[src/rtl/core/bple_pkg.sv]
package bple_pkg;

	localparam int VW = 17;
	localparam int NW = 43;
	localparam int MB = 32;
	localparam int DW = 25;
	localparam int PW = NW + MB;
	localparam int CNT_W = 7;

	localparam int CFG_IDX_W = 3;
	localparam int CFG_DATA_W = 23;

	localparam logic [CFG_IDX_W-1:0] CFG_LFO_ENABLE = 3'd0;
	localparam logic [CFG_IDX_W-1:0] CFG_RATE_MODE = 3'd1;
	localparam logic [CFG_IDX_W-1:0] CFG_TRIGGER_MODE = 3'd2;
	localparam logic [CFG_IDX_W-1:0] CFG_BEAT_DIV = 3'd3;
	localparam logic [CFG_IDX_W-1:0] CFG_FREE_RATE = 3'd4;
	localparam logic [CFG_IDX_W-1:0] CFG_TEMPO = 3'd5;
	localparam logic [CFG_IDX_W-1:0] CFG_BLOCK_LEN = 3'd6;
	localparam logic [CFG_IDX_W-1:0] CFG_SAMPLE_RATE = 3'd7;

	localparam logic [2:0] KIND_GATE_ON = 3'd0;
	localparam logic [2:0] KIND_GATE_OFF = 3'd1;
	localparam logic [2:0] KIND_EVAL = 3'd2;
	localparam logic [2:0] KIND_APPEND = 3'd3;
	localparam logic [2:0] KIND_UPDATE = 3'd4;
	localparam logic [2:0] KIND_DELETE = 3'd5;

	localparam logic [1:0] ST_OK = 2'd0;
	localparam logic [1:0] ST_FULL = 2'd1;
	localparam logic [1:0] ST_NOT_FOUND = 2'd2;

	localparam logic [1:0] TRIG_WRAP = 2'd0;
	localparam logic [1:0] TRIG_ENV = 2'd1;
	localparam logic [1:0] TRIG_OFF = 2'd2;

	localparam logic [3:0] BEAT_DIV_MAX = 4'd12;
	localparam logic [VW-1:0] Q_ONE = 17'h10000;

	typedef struct packed {
		logic [2:0] kind;
		logic [7:0] left_key;
		logic [7:0] right_key;
		logic [VW-1:0] seg_x_start;
		logic [VW-1:0] seg_x_end;
		logic [VW-1:0] seg_y_start;
		logic [VW-1:0] seg_y_end;
	} in_item_t;

	typedef struct packed {
		logic [VW-1:0] envelope_value;
		logic [VW-1:0] phase_out;
		logic [1:0] status;
	} out_item_t;

	typedef struct packed {
		logic go;
		logic [NW-1:0] a;
		logic [MB-1:0] b;
		logic [DW-1:0] d;
	} md_req_t;

	typedef struct packed {
		logic busy;
		logic [VW-1:0] q;
		logic q_hi;
	} md_rsp_t;

	typedef enum logic [1:0] {MD_IDLE, MD_MUL, MD_DIV} md_state_t;

	typedef enum logic [3:0] {
		SQ_IDLE, SQ_NUM, SQ_DEN, SQ_GO, SQ_WAIT, SQ_PHASE, SQ_SRCH_RD,
		SQ_SRCH_CHK, SQ_INTERP, SQ_SHIFT_RD, SQ_SHIFT_WR, SQ_DONE
	} seq_state_t;

	// log2 of the beat division denominator
	function automatic logic [3:0] div_shift(input logic [3:0] idx);
		logic [3:0] r;
		case (idx)
			4'd0: r = 4'd6;
			4'd1: r = 4'd5;
			4'd2: r = 4'd4;
			4'd3: r = 4'd3;
			4'd4: r = 4'd2;
			4'd5: r = 4'd1;
			4'd7: r = 4'd1;
			4'd9: r = 4'd1;
			4'd11: r = 4'd1;
			default: r = 4'd0;
		endcase
		return r;
	endfunction

	// 15 times the beat division numerator
	function automatic logic [6:0] div_k(input logic [3:0] idx);
		logic [6:0] r;
		case (idx)
			4'd7: r = 7'd45;
			4'd8: r = 7'd30;
			4'd9: r = 7'd75;
			4'd10: r = 7'd45;
			4'd11: r = 7'd105;
			4'd12: r = 7'd60;
			default: r = 7'd15;
		endcase
		return r;
	endfunction

endpackage

[src/rtl/core/breakpoint_lfo_envelope.sv]
// Gate on/off, append and unused kinds need no table search; update and delete search
// the table; an enabled evaluate with a nonzero gate count searches it too and uses the
// shared multiply/divide unit twice (32 multiply and 75 divide steps per use).
// Throughput: one item at a time; the next item is taken once the result is registered.
// Reset clears control state, count and flags; payload and table contents stay undefined.
module breakpoint_lfo_envelope import bple_pkg::*; #(
	parameter int MAX_SEGMENTS = 16,
	parameter int KEY_BITS = 8
) (
	input logic clk,
	input logic arst_n,
	input logic in_valid,
	output logic in_stall,
	input in_item_t in_data,
	output logic out_valid,
	input logic out_stall,
	output out_item_t out_data,
	input logic cfg_we,
	input logic [CFG_IDX_W-1:0] cfg_index,
	input logic [CFG_DATA_W-1:0] cfg_data
);

	localparam int CW = $clog2(MAX_SEGMENTS + 1);
	localparam int IW = (MAX_SEGMENTS > 1) ? $clog2(MAX_SEGMENTS) : 1;
	localparam int KW = 2 * KEY_BITS;
	localparam int EW = KW + 4 * VW;
	localparam logic [CW-1:0] SEG_MAX = CW'(MAX_SEGMENTS);

	seq_state_t state_q, state_d;

	logic enable_q, rate_mode_q;
	logic [1:0] trig_q;
	logic [3:0] beat_q;
	logic [22:0] free_q;
	logic [17:0] tempo_q;
	logic [12:0] blen_q;
	logic [17:0] srate_q;

	logic running_q;
	logic [31:0] bcount_q;
	logic [VW-1:0] phase_q, saved_q, held_q;
	logic [CW-1:0] seg_count_q, idx_q;
	logic interp_q;
	logic out_valid_q;

	logic [2:0] kind_q;
	logic [KW-1:0] key_q;
	logic [4*VW-1:0] entry_q;
	logic [1:0] status_q;
	logic [VW-1:0] ys_q;
	logic neg_q;
	logic [NW-1:0] opa_q;
	logic [MB-1:0] opb_q;
	logic [DW-1:0] opd_q;
	out_item_t out_q;

	logic accept, out_free;
	logic ram_we;
	logic [IW-1:0] ram_waddr, ram_raddr;
	logic [EW-1:0] ram_wdata, ram_rdata;
	logic [KW-1:0] key_in, r_key;
	logic [VW-1:0] r_xs, r_xe, r_ys, r_ye;
	logic in_range, seg_hit, more, shift_more;
	logic [CW-1:0] idx_nxt;
	logic [22:0] mul_a;
	logic [12:0] mul_b;
	logic [35:0] prod;
	logic [17:0] sr1;
	logic [6:0] k;
	logic [VW-1:0] new_phase;
	logic [VW:0] interp_sum;
	md_req_t md_req;
	md_rsp_t md_rsp;

	assign accept = in_valid && !in_stall;
	assign in_stall = state_q != SQ_IDLE;
	assign out_free = !out_valid_q || !out_stall;
	assign out_valid = out_valid_q;
	assign out_data = out_q;

	assign key_in = {KEY_BITS'(in_data.left_key), KEY_BITS'(in_data.right_key)};
	assign r_key = ram_rdata[EW-1:4*VW];
	assign r_xs = ram_rdata[4*VW-1:3*VW];
	assign r_xe = ram_rdata[3*VW-1:2*VW];
	assign r_ys = ram_rdata[2*VW-1:VW];
	assign r_ye = ram_rdata[VW-1:0];

	assign in_range = phase_q >= r_xs && phase_q < r_xe;
	assign seg_hit = (kind_q == KIND_EVAL) ? in_range : (r_key == key_q);
	assign idx_nxt = idx_q + 1'b1;
	assign more = idx_q < seg_count_q;
	assign shift_more = idx_nxt < seg_count_q;

	// shared small multiplier: numerator base in SQ_NUM, denominator in SQ_DEN
	assign sr1 = (srate_q == '0) ? 18'd1 : srate_q;
	assign k = rate_mode_q ? 7'd1 : div_k(beat_q);
	assign mul_a = (state_q == SQ_DEN) ? 23'(sr1) : (rate_mode_q ? free_q : 23'(tempo_q));
	assign mul_b = (state_q == SQ_DEN) ? 13'(k) : blen_q;
	assign prod = mul_a * mul_b;

	always_comb begin
		case (trig_q)
			TRIG_ENV: new_phase = (md_rsp.q_hi || md_rsp.q[VW-1]) ? Q_ONE :
				{1'b0, md_rsp.q[VW-2:0]};
			TRIG_OFF: new_phase = {1'b0, md_rsp.q[VW-2:0] + saved_q[VW-2:0]};
			default: new_phase = {1'b0, md_rsp.q[VW-2:0]};
		endcase
	end

	assign interp_sum = neg_q ? ({1'b0, ys_q} - {1'b0, md_rsp.q}) :
		({1'b0, ys_q} + {1'b0, md_rsp.q});

	assign md_req.go = state_q == SQ_GO;
	assign md_req.a = opa_q;
	assign md_req.b = opb_q;
	assign md_req.d = opd_q;

	assign ram_raddr = (state_q == SQ_SHIFT_RD) ? idx_nxt[IW-1:0] : idx_q[IW-1:0];

	always_ff @(posedge clk or negedge arst_n) begin
		if (!arst_n) begin
			state_q <= SQ_IDLE;
		end else begin
			state_q <= state_d;
		end
	end

	always_comb begin
		state_d = state_q;
		ram_we = 1'b0;
		ram_waddr = idx_q[IW-1:0];
		ram_wdata = ram_rdata;
		case (state_q)
			SQ_IDLE: begin
				ram_waddr = seg_count_q[IW-1:0];
				ram_wdata = {key_in, in_data.seg_x_start, in_data.seg_x_end,
					in_data.seg_y_start, in_data.seg_y_end};
				if (accept) begin
					state_d = SQ_DONE;
					case (in_data.kind)
						KIND_EVAL: begin
							if (enable_q && bcount_q != '0) begin
								state_d = SQ_NUM;
							end
						end
						KIND_APPEND: ram_we = seg_count_q < SEG_MAX;
						KIND_UPDATE: state_d = SQ_SRCH_RD;
						KIND_DELETE: state_d = SQ_SRCH_RD;
						default: ;
					endcase
				end
			end
			SQ_NUM: state_d = SQ_DEN;
			SQ_DEN: state_d = SQ_GO;
			SQ_GO: state_d = SQ_WAIT;
			SQ_WAIT: begin
				if (!md_rsp.busy) begin
					state_d = interp_q ? SQ_INTERP : SQ_PHASE;
				end
			end
			SQ_PHASE: state_d = SQ_SRCH_RD;
			SQ_SRCH_RD: state_d = more ? SQ_SRCH_CHK : SQ_DONE;
			SQ_SRCH_CHK: begin
				ram_wdata = {key_q, entry_q};
				if (!seg_hit) begin
					state_d = SQ_SRCH_RD;
				end else begin
					case (kind_q)
						KIND_EVAL: state_d = SQ_GO;
						KIND_UPDATE: begin
							ram_we = 1'b1;
							state_d = SQ_DONE;
						end
						default: state_d = SQ_SHIFT_RD;
					endcase
				end
			end
			SQ_SHIFT_RD: state_d = shift_more ? SQ_SHIFT_WR : SQ_DONE;
			SQ_SHIFT_WR: begin
				ram_we = 1'b1;
				state_d = SQ_SHIFT_RD;
			end
			SQ_INTERP: state_d = SQ_DONE;
			SQ_DONE: begin
				if (out_free) begin
					state_d = SQ_IDLE;
				end
			end
			default: state_d = SQ_IDLE;
		endcase
	end

	// control and architectural state
	always_ff @(posedge clk or negedge arst_n) begin
		if (!arst_n) begin
			enable_q <= 1'b0;
			rate_mode_q <= 1'b0;
			trig_q <= TRIG_WRAP;
			beat_q <= 4'd6;
			free_q <= 23'd65536;
			tempo_q <= 18'd30720;
			blen_q <= 13'd512;
			srate_q <= 18'd48000;
			running_q <= 1'b0;
			bcount_q <= '0;
			phase_q <= '0;
			saved_q <= '0;
			held_q <= '0;
			seg_count_q <= '0;
			idx_q <= '0;
			interp_q <= 1'b0;
			out_valid_q <= 1'b0;
		end else begin
			case (state_q)
				SQ_IDLE: begin
					if (accept) begin
						idx_q <= '0;
						interp_q <= 1'b0;
						case (in_data.kind)
							KIND_GATE_ON: begin
								if (enable_q) begin
									running_q <= 1'b1;
								end
								if ((enable_q || running_q) && bcount_q != '1) begin
									bcount_q <= bcount_q + 1'b1;
								end
							end
							KIND_GATE_OFF: begin
								saved_q <= phase_q;
								bcount_q <= '0;
								running_q <= 1'b0;
							end
							KIND_EVAL: begin
								if (enable_q && bcount_q == '0) begin
									held_q <= '0;
								end
							end
							KIND_APPEND: begin
								if (seg_count_q < SEG_MAX) begin
									seg_count_q <= seg_count_q + 1'b1;
								end
							end
							default: ;
						endcase
					end
				end
				SQ_PHASE: begin
					phase_q <= new_phase;
					idx_q <= '0;
				end
				SQ_SRCH_CHK: begin
					if (!seg_hit) begin
						idx_q <= idx_nxt;
					end else if (kind_q == KIND_EVAL) begin
						interp_q <= 1'b1;
					end
				end
				SQ_SHIFT_RD: begin
					if (!shift_more) begin
						seg_count_q <= seg_count_q - 1'b1;
					end
				end
				SQ_SHIFT_WR: idx_q <= idx_nxt;
				SQ_INTERP: held_q <= interp_sum[VW-1:0];
				default: ;
			endcase

			if (state_q == SQ_DONE && out_free) begin
				out_valid_q <= 1'b1;
			end else if (out_valid_q && !out_stall) begin
				out_valid_q <= 1'b0;
			end

			if (cfg_we) begin
				case (cfg_index)
					CFG_LFO_ENABLE: enable_q <= cfg_data[0];
					CFG_RATE_MODE: rate_mode_q <= cfg_data[0];
					CFG_TRIGGER_MODE: begin
						if (cfg_data[1:0] == TRIG_WRAP || cfg_data[1:0] == TRIG_ENV) begin
							trig_q <= cfg_data[1:0];
						end else if (cfg_data[1:0] == TRIG_OFF) begin
							trig_q <= TRIG_OFF;
							saved_q <= '0;
						end
					end
					CFG_BEAT_DIV: begin
						if (cfg_data[3:0] <= BEAT_DIV_MAX) begin
							beat_q <= cfg_data[3:0];
						end
					end
					CFG_FREE_RATE: free_q <= cfg_data[22:0];
					CFG_TEMPO: tempo_q <= cfg_data[17:0];
					CFG_BLOCK_LEN: blen_q <= cfg_data[12:0];
					CFG_SAMPLE_RATE: srate_q <= cfg_data[17:0];
					default: ;
				endcase
			end
		end
	end

	// payload
	always_ff @(posedge clk) begin
		case (state_q)
			SQ_IDLE: begin
				if (accept) begin
					kind_q <= in_data.kind;
					key_q <= key_in;
					entry_q <= {in_data.seg_x_start, in_data.seg_x_end,
						in_data.seg_y_start, in_data.seg_y_end};
					status_q <= (in_data.kind == KIND_APPEND && seg_count_q >= SEG_MAX) ?
						ST_FULL : ST_OK;
				end
			end
			SQ_NUM: begin
				if (rate_mode_q) begin
					opa_q <= NW'(prod);
				end else begin
					opa_q <= NW'(prod) << (div_shift(beat_q) + 4'd6);
				end
			end
			SQ_DEN: begin
				opd_q <= DW'(prod);
				opb_q <= bcount_q;
			end
			SQ_SRCH_RD: begin
				if (!more && kind_q != KIND_EVAL) begin
					status_q <= ST_NOT_FOUND;
				end
			end
			SQ_SRCH_CHK: begin
				if (seg_hit && kind_q == KIND_EVAL) begin
					ys_q <= r_ys;
					neg_q <= r_ye < r_ys;
					opa_q <= NW'((r_ye < r_ys) ? (r_ys - r_ye) : (r_ye - r_ys));
					opb_q <= MB'(phase_q - r_xs);
					opd_q <= DW'(r_xe - r_xs);
				end
			end
			SQ_DONE: begin
				if (out_free) begin
					out_q.envelope_value <= held_q;
					out_q.phase_out <= phase_q;
					out_q.status <= status_q;
				end
			end
			default: ;
		endcase
	end

	bple_ram #(
		.WIDTH(EW),
		.DEPTH(MAX_SEGMENTS)
	) u_ram (
		.clk(clk),
		.we(ram_we),
		.waddr(ram_waddr),
		.wdata(ram_wdata),
		.raddr(ram_raddr),
		.rdata(ram_rdata)
	);

	bple_muldiv u_muldiv (
		.clk(clk),
		.arst_n(arst_n),
		.req(md_req),
		.rsp(md_rsp)
	);

endmodule

[src/rtl/core/bple_ram.sv]
module bple_ram #(
	parameter int WIDTH = 8,
	parameter int DEPTH = 16
) (
	input logic clk,
	input logic we,
	input logic [((DEPTH > 1) ? $clog2(DEPTH) : 1)-1:0] waddr,
	input logic [WIDTH-1:0] wdata,
	input logic [((DEPTH > 1) ? $clog2(DEPTH) : 1)-1:0] raddr,
	output logic [WIDTH-1:0] rdata
);

	logic [WIDTH-1:0] mem [DEPTH];

	always_ff @(posedge clk) begin
		if (we) begin
			mem[waddr] <= wdata;
		end
		rdata <= mem[raddr];
	end

endmodule

[src/rtl/core/bple_muldiv.sv]
// a * b, then / d: shift-add multiply, then restoring divide, one bit a cycle
module bple_muldiv import bple_pkg::*; (
	input logic clk,
	input logic arst_n,
	input md_req_t req,
	output md_rsp_t rsp
);

	md_state_t st_q, st_d;
	logic [CNT_W-1:0] cnt_q;
	logic [PW-1:0] acc_q;
	logic [NW-1:0] a_q;
	logic [MB-1:0] b_q;
	logic [DW-1:0] d_q;
	logic [DW-1:0] rem_q;
	logic [VW-1:0] q_q;
	logic hi_q;

	logic [DW:0] trial;
	logic ge;

	assign trial = {rem_q, acc_q[PW-1]};
	assign ge = trial >= {1'b0, d_q};

	always_ff @(posedge clk or negedge arst_n) begin
		if (!arst_n) begin
			st_q <= MD_IDLE;
			cnt_q <= '0;
		end else begin
			st_q <= st_d;
			if (st_q == MD_IDLE || st_d != st_q) begin
				cnt_q <= '0;
			end else begin
				cnt_q <= cnt_q + 1'b1;
			end
		end
	end

	always_comb begin
		st_d = st_q;
		case (st_q)
			MD_IDLE: begin
				if (req.go) begin
					st_d = MD_MUL;
				end
			end
			MD_MUL: begin
				if (cnt_q == CNT_W'(MB - 1)) begin
					st_d = MD_DIV;
				end
			end
			MD_DIV: begin
				if (cnt_q == CNT_W'(PW - 1)) begin
					st_d = MD_IDLE;
				end
			end
			default: st_d = MD_IDLE;
		endcase
	end

	always_ff @(posedge clk) begin
		case (st_q)
			MD_IDLE: begin
				if (req.go) begin
					a_q <= req.a;
					b_q <= req.b;
					d_q <= req.d;
					acc_q <= '0;
					rem_q <= '0;
					q_q <= '0;
					hi_q <= 1'b0;
				end
			end
			MD_MUL: begin
				acc_q <= {acc_q[PW-2:0], 1'b0} + (b_q[MB-1] ? PW'(a_q) : '0);
				b_q <= {b_q[MB-2:0], 1'b0};
			end
			MD_DIV: begin
				rem_q <= ge ? DW'(trial - {1'b0, d_q}) : DW'(trial);
				acc_q <= {acc_q[PW-2:0], 1'b0};
				q_q <= {q_q[VW-2:0], ge};
				hi_q <= hi_q | q_q[VW-1];
			end
			default: ;
		endcase
	end

	assign rsp.busy = st_q != MD_IDLE;
	assign rsp.q = q_q;
	assign rsp.q_hi = hi_q;

endmodule
[config.mk]
export PLATFORM = sky130hd
export DESIGN_NAME = breakpoint_lfo_envelope
export DESIGN_NICKNAME = d
export VERILOG_FILES = /design/src/rtl/core/bple_pkg.sv /design/src/rtl/core/breakpoint_lfo_envelope.sv /design/src/rtl/core/bple_ram.sv /design/src/rtl/core/bple_muldiv.sv
export SDC_FILE = /design/constraint.sdc
export NUM_CORES = 2
export LEC_CHECK = 0
export BUFFER_PORTS_ARGS = -buffer_cell sky130_fd_sc_hd__buf_2
export CAP_MARGIN = 20
export CELL_PAD_IN_SITES_DETAIL_PLACEMENT = 2
export CELL_PAD_IN_SITES_GLOBAL_PLACEMENT = 2
export CORE_UTILIZATION = 42
export CTS_CLUSTER_DIAMETER = 200
export DETAILED_ROUTE_END_ITERATION = 10
export HOLD_SLACK_MARGIN = 0.15
export PLACE_DENSITY_LB_ADDON = 0.1
export SLEW_MARGIN = 25
export SYNTH_ARGS = -nofsm -noshare
export SYNTH_HDL_FRONTEND = slang
export SYNTH_HIERARCHICAL = 1
export SYNTH_SLANG_ARGS = --single-unit
[constraint.sdc]
create_clock -name clk -period 9.4 [get_ports clk]
set_input_delay 0.94 -clock clk [delete_from_list [all_inputs] [get_ports clk]]
set_output_delay 0.94 -clock clk [all_outputs]
set_load 0.1 [all_outputs]
# ---- Word-level counts from Yosys, hierarchy flattened
# Memory sizes are Yosys's and may differ from the RTL's. A register that Yosys moved wholly into a read port is not among the register bits.
# Index checks and enable logic that the tools add are counted.
dict set report totals {
  reg_bits 650
  inputBits 118
  word_cells 289
  mem_bits_ro 48
  output_inout_bits 38
  n_memories 2
  latchBits 0
  ram_bits 1344
}
dict set report op_classes {
  order_cmp 9
  n_div 0
  n_addsub 15
  reduce_logical 69
  bitwise 1
  n_eq_ne 59
  mux 93
  shifts 1
  mul 1
}
# name words word_bits read_ports rd_ports_with_merged_regs wr line
set mem_list {}
lappend mem_list {u_ram.mem 16 84 1 1 1 bple_ram.sv:13} ;# logic [WIDTH-1:0] mem [DEPTH];
lappend mem_list {{(name not given)} 16 3 1 0 0 bple_pkg.sv:79} ;# case (idx)
# op count
set ops {}
lappend ops {{$pmux W75 S3} 1}
lappend ops {{$mux W17} 13}
lappend ops {{$pmux W32 S2} 3}
lappend ops {{$mux W43} 4}
lappend ops {{$pmux W84 S2} 1}
lappend ops {{$pmux W17 S2} 3}
lappend ops {{$pmux W25 S2} 2}
lappend ops {{$mux W32} 3}
lappend ops {{$pmux W43 S2} 1}
lappend ops {{$add A75 B75 Y75} 1}
lappend ops {{$mux W25} 3}
lappend ops {{$mux W75} 1}
lappend ops {{$sub A17 B17 Y18} 4}
lappend ops {{$pmux W4 S12} 1}
lappend ops {{$mux W23} 2}
lappend ops {{$mux W4} 11}
lappend ops {{$shl A36 B4 Y43} 1}
lappend ops {{$eq A4 B4 Y1 const B} 9}
lappend ops {{$mul A23 B13 Y36} 1}
lappend ops {{$pmux W7 S5} 1}
lappend ops {{$lt A17 B17 Y1} 2}
lappend ops {{$add A32 B1 Y32 const B} 1}
lappend ops {{$logic_not A32 Y1} 1}
lappend ops {{$ne A32 B32 Y1 const B} 1}
lappend ops {{59 further kinds} 177}

# ---- Longest topological paths before layout
dict set report depth {
  word_depth 9
  depth_mapped 32
  depth_no_buf 30
}

# ---- By module
# The synthesis kept the hierarchy.
# mod area_each_um2 n_inst cells_per_inst seq_area_each_um2
set modules_own_cells {}
lappend modules_own_cells {bple_ram 52052.4 1 2154 42040.3}
lappend modules_own_cells {breakpoint_lfo_envelope 35531.6 1 3850 11795.1}
lappend modules_own_cells {bple_muldiv 13525.5 1 1256 6771.5}

# ---- Worst setup path after synthesis
# OpenSTA, ideal clock, no wires.
dict set report synth_path {
  path_type {flip-flop to flip-flop}
  start {reg phase_q[0]}
  end {mem u_ram/mem[0][0] (netlist name), enable pin}
  setup_time_ps 629
  path_buffers 0
  synth_period_minus_slack_ps 9570
  required_time_ps 8771
  t_arrival_ps 8941
  path_stages_with_launch 16
  path_slack_ps -170
  cell_sequence {dfrtp_1 inv_1 ha_1 fa_1 nor2b_1 o21ai_0 a21boi_0 o21ai_0 a211oi_1 o31a_1 a2bb2oi_1 nand2_1 a21o_1 o32ai_1 or3b_2 nor3_1}
}
dict set report synth_via {
  elab_chain_len 7
  elab_cells_between_ends 8
  classes_between {order compare: 2; mux: 5; reduce/logical: 1}
}
# item line
set synth_rtl {}
lappend synth_rtl {{from (decl)} breakpoint_lfo_envelope.sv:41} ;# logic [VW-1:0] phase_q, saved_q, held_q;
lappend synth_rtl {{from (signal assigned)} breakpoint_lfo_envelope.sv:248} ;# phase_q <= new_phase;
lappend synth_rtl {{$ge A17 B17 Y1 / $lt A17 B17 Y1 (equally long branches)} breakpoint_lfo_envelope.sv:88} ;# assign in_range = phase_q >= r_xs && phase_q < r_xe;
lappend synth_rtl {{$logic_and A1 B1 Y1 *} breakpoint_lfo_envelope.sv:88}
lappend synth_rtl {{$mux W1 *} breakpoint_lfo_envelope.sv:89} ;# assign seg_hit = (kind_q == KIND_EVAL) ? in_range : (r_key == key_q);
lappend synth_rtl {{$mux W1 *} breakpoint_lfo_envelope.sv:165} ;# if (!seg_hit) begin
lappend synth_rtl {{$pmux W1 S3 *} breakpoint_lfo_envelope.sv:133} ;# case (state_q)
lappend synth_rtl {{net ram_we} breakpoint_lfo_envelope.sv:58} ;# logic ram_we;
lappend synth_rtl {{$mux W1 *} bple_ram.sv:16} ;# if (we) begin
lappend synth_rtl {{$mux W1 (implied by the code) *} bple_ram.sv:17} ;# mem[waddr] <= wdata;
lappend synth_rtl {{to (decl)} bple_ram.sv:13}
# The timed path passes the listed nets; every way through them passes the cells marked *.

# ---- Worst setup path after layout
dict set report layout_path {
  start {reg state_q[3]}
  end {reg opa_q[19] (data pin)}
}
dict set report layout_via {
  elab_chain_len 6
  elab_cells_between_ends 9
  classes_between {mul: 1; eq/ne: 3; shift: 1; mux: 4}
}
# item line
set layout_rtl {}
lappend layout_rtl {{from (decl)} breakpoint_lfo_envelope.sv:29} ;# seq_state_t state_q, state_d;
lappend layout_rtl {{from (signal assigned)} breakpoint_lfo_envelope.sv:124} ;# state_q <= state_d;
lappend layout_rtl {{$eq A4 B2 Y1} {breakpoint_lfo_envelope.sv:97, breakpoint_lfo_envelope.sv:98}}
lappend layout_rtl {{$mux W23 / $mux W13 (equally long branches)} {breakpoint_lfo_envelope.sv:97, breakpoint_lfo_envelope.sv:98}}
lappend layout_rtl {{$mul A23 B13 Y36} breakpoint_lfo_envelope.sv:99} ;# assign prod = mul_a * mul_b;
lappend layout_rtl {{$shl A36 B4 Y43} breakpoint_lfo_envelope.sv:318} ;# opa_q <= NW'(prod) << (div_shift(beat_q) + 4'd6);
lappend layout_rtl {{$mux W43} breakpoint_lfo_envelope.sv:315} ;# if (rate_mode_q) begin
lappend layout_rtl {{$pmux W43 S2 *} breakpoint_lfo_envelope.sv:303} ;# case (state_q)
lappend layout_rtl {{to (signal assigned)} breakpoint_lfo_envelope.sv:316} ;# opa_q <= NW'(prod);
lappend layout_rtl {{to (signal assigned)} breakpoint_lfo_envelope.sv:318}
lappend layout_rtl {{to (signal assigned)} breakpoint_lfo_envelope.sv:334} ;# opa_q <= NW'((r_ye < r_ys) ? (r_ys - r_ye) : (r_ye - r_ys));
lappend layout_rtl {{to (decl)} breakpoint_lfo_envelope.sv:52} ;# logic [NW-1:0] opa_q;
# Every way passes the cells marked *; elsewhere a longest branch is shown, timed or not.
# A chain may end at the register's enable or synchronous reset.

==> impl_metrics.env <==
export IMPL_status="completed"
export IMPL_maxCapViolCount=0
export IMPL_synthMuxAreaShare_pct=9.93
export IMPL_worst_pin_slew_ns=1.12
export IMPL_layout_common_cells="1805 x edfxtp_1, 772 x nand2_1, 476 x inv_1, 412 x nor2_1, 337 x mux4_2"
export IMPL_hp_class="input pin to flop"
export IMPL_vias=64300
export IMPL_synthAdderAreaFrac_pct=8.35
export IMPL_drive_gt1_share_pct=16.6
export IMPL_synth_seq_area_share_pct=59.9
export IMPL_cts_buffers=221
export IMPL_synthFlopType="edfxtp_1"
export IMPL_drtPass1Iterations=5
export IMPL_r2r_start="state_q[3]"
export IMPL_synth_edf_count=1805
export IMPL_start_kind="flop"
export IMPL_skew_ns=0.109
export IMPL_clk_pin_slew_ns=0.06
export IMPL_worstHoldStart="in_data[20]"
export IMPL_syn_area_um2=101000
export IMPL_place_congestion=0.863
export IMPL_drc=0
export IMPL_fillerInstances=22700
export IMPL_clkLatencyLatePin_ns=0.93
export IMPL_cp_max_fo=44
export IMPL_track_usage_pct=28.2
export IMPL_synth_compound_area_share_pct=8.77
export IMPL_fin_util_pct=47.7
export IMPL_area_delta_synth_final_pct=12.4
export IMPL_vias_per_cell=5.96
export IMPL_finalMaxSlewViolations=0
export IMPL_rows=179
export IMPL_critPathArrivalTime_ns=9.35
export IMPL_drt_iter0_drc=4895
export IMPL_grt_pass1_vias=70800
export IMPL_synth_top_family_by_area="multiplexers"
export IMPL_finalSetupViolCount=0
export IMPL_die_x_um=493
export IMPL_final_antenna_net_count=0
export IMPL_tritoncts="yes"
export IMPL_post_route_min_period_ns=8.77
export IMPL_fmax_ghz=0.114
export IMPL_rsz0062_at_grt="no"
export IMPL_crit_required_ns=9.98
export IMPL_start_util_pct=42.4
export IMPL_antenna_found_initial=11
export IMPL_cts_buffer_depth=3
export IMPL_wl_per_cell_um=31.9
export IMPL_synth_seq_cells=2077
export IMPL_final_nets=8067
export IMPL_post_cts_buffers=0
export IMPL_final_common_cell="edfxtp_1"
export IMPL_fp_dieH_um=493
export IMPL_cts_root_buf="clkbuf_16"
export IMPL_slew_headroom_pct=25.4
export IMPL_coreArea_um2=239000
export IMPL_htree_levels=4
export IMPL_cts_sinks=2077
export IMPL_wl_um=344000
export IMPL_fin_tns_setup_ns=0
export IMPL_syn_avg_cell_area_um2=13.9
export IMPL_ys_types=115
export IMPL_hpwlAfterDp_um=216000
export IMPL_ctsHoldBuffers=4
export IMPL_timing_hold_ws_ns=0.217
export IMPL_synth_cells=7260
export IMPL_io_pins=156
export IMPL_grt_pass1_wl_um=500000
export IMPL_end_kind="flop"
export IMPL_grt_max_degree=119
export IMPL_crit_path_start="state_q[3]"
export IMPL_synthXorXnorAreaFrac_pct=1.89
export IMPL_portBuffers=155
export IMPL_overflow=0
export IMPL_worstSetupPathType="flop to flop"
export IMPL_cts_repair_resized=0
export IMPL_yosysWarnings=6
export IMPL_dieArea_um2=243000
export IMPL_synth_simple_area_share_pct=7.90
export IMPL_syn_num_nets=7909
export IMPL_final_hold_violation_count=0
export IMPL_period_share_pct=93.3
export IMPL_async_flop_share_pct=9.05
==> metrics by stage <==
step / std cells / setup WS, ns / area, µm²
after floorplan: 7260 / 0.136 / 101000
after global placement: 10400 / 0.966 / 106000
after detailed placement: 10400 / 0.724 / 106000
after CTS: 10800 / 0.703 / 114000
after global routing: 10800 / 0.0511 / 114000
final: 10800 / 0.631 / 114000
==> worst max-delay path, stage by stage, from the launching register on <==
cell and delay [ns]:
dfrtp_1 0.68, nor2_1 0.20, nand2_4 0.34, buf_4 0.48
nor2_1 0.11, a21oi_1 0.67, nand2_1 0.18, fa_1 0.51
fa_1 0.55, inv_1 0.07, fa_1 0.49, fa_1 0.49
inv_1 0.05, fa_1 0.48, inv_1 0.05, ha_1 0.42
nand2_1 0.08, o21ai_0 0.48, a21oi_1 0.13, o21a_1 0.18
xnor2_1 0.39, nand2_1 0.14, o211ai_1 0.12, o21ai_0 0.18
a21o_1 0.28, mux2_2 0.28, o221ai_1 0.43
==> synthesized netlist by cell type (all sizes together), types with 131 or more instances <==
library cell     n  area (µm²)
a22oi          279        2290
xnor2          143        1260
mux2           131        1480
o21ai          233        1170
fa             240        4800
edfxtp        1805       54200
nor2           431        1620
mux4           337        7590
ha             291        3640
inv            480        1800
dfrtp          173        4330
clkbuf         228         857
nand2          776        2910
a21oi          284        1450
==> logic make-up after synthesis <==
family,Yosys count
buffers and inverters,822
AND/OR/NAND/NOR,1770
flip-flops,2077
multiplexers,565
adder cells (fa/ha/maj),531
XOR/XNOR,217
AO/OA/AOI/OAI,1278
==> metal layers <==
layer  wire, µm  GRT usage, %  up-vias
li1           -             -    27500
met1     140000          36.0    34500
met2     178000          50.0     1782
met3      15600          3.38      462
met4      10500          8.54        4
met5         23             0        -
==> final timing paths <==
path,endpoint,slack [ns],depth (start not counted)
worst max-delay path,opa_q[19],0.63,26
min in group asynchronous,phase_q[3],0.72,2
max in group asynchronous,srate_q[14],7.28,3
worst max register to register,opa_q[19],0.63,26
worst min register to register,u_muldiv/a_q[34],0.42,0
worst min-delay path,entry_q[20],0.22,1
==> sequential cells by signal (all words and copies together) (netlist names), 13 cells and up <==
| signal | count |
|---|---|
| bcount_q | 32 |
| blen_q | 13 |
| entry_q | 68 |
| free_q | 23 |
| held_q | 17 |
| key_q | 16 |
| opa_q | 43 |
| opb_q | 32 |
| opd_q | 25 |
| out_data | 36 |
| phase_q | 17 |
| saved_q | 16 |
| srate_q | 18 |
| tempo_q | 18 |
| u_muldiv/a_q | 43 |
| u_muldiv/acc_q | 75 |
| u_muldiv/b_q | 32 |
| u_muldiv/d_q | 25 |
| u_muldiv/q_q | 17 |
| u_muldiv/rem_q | 25 |
| u_ram/mem | 1344 |
| u_ram/rdata | 84 |
| ys_q | 17 |
==> final cells by class <==
class,instances,area [µm²],share of cell area (%)
timing repair buffer,277,1970,1.73
clock buffer,281,6050,5.32
inverter,480,1800,1.59
antenna,4,10.0,0.00881
sequential,2077,60600,53.3
clock inverter,139,1710,1.50
multi-input combinational,4361,37600,33.0
tap,3167,3960,3.49
Power is left out: the tool's default activity adds up to more than one toggle a clock period on the data nets, which glitch-free logic cannot reach.
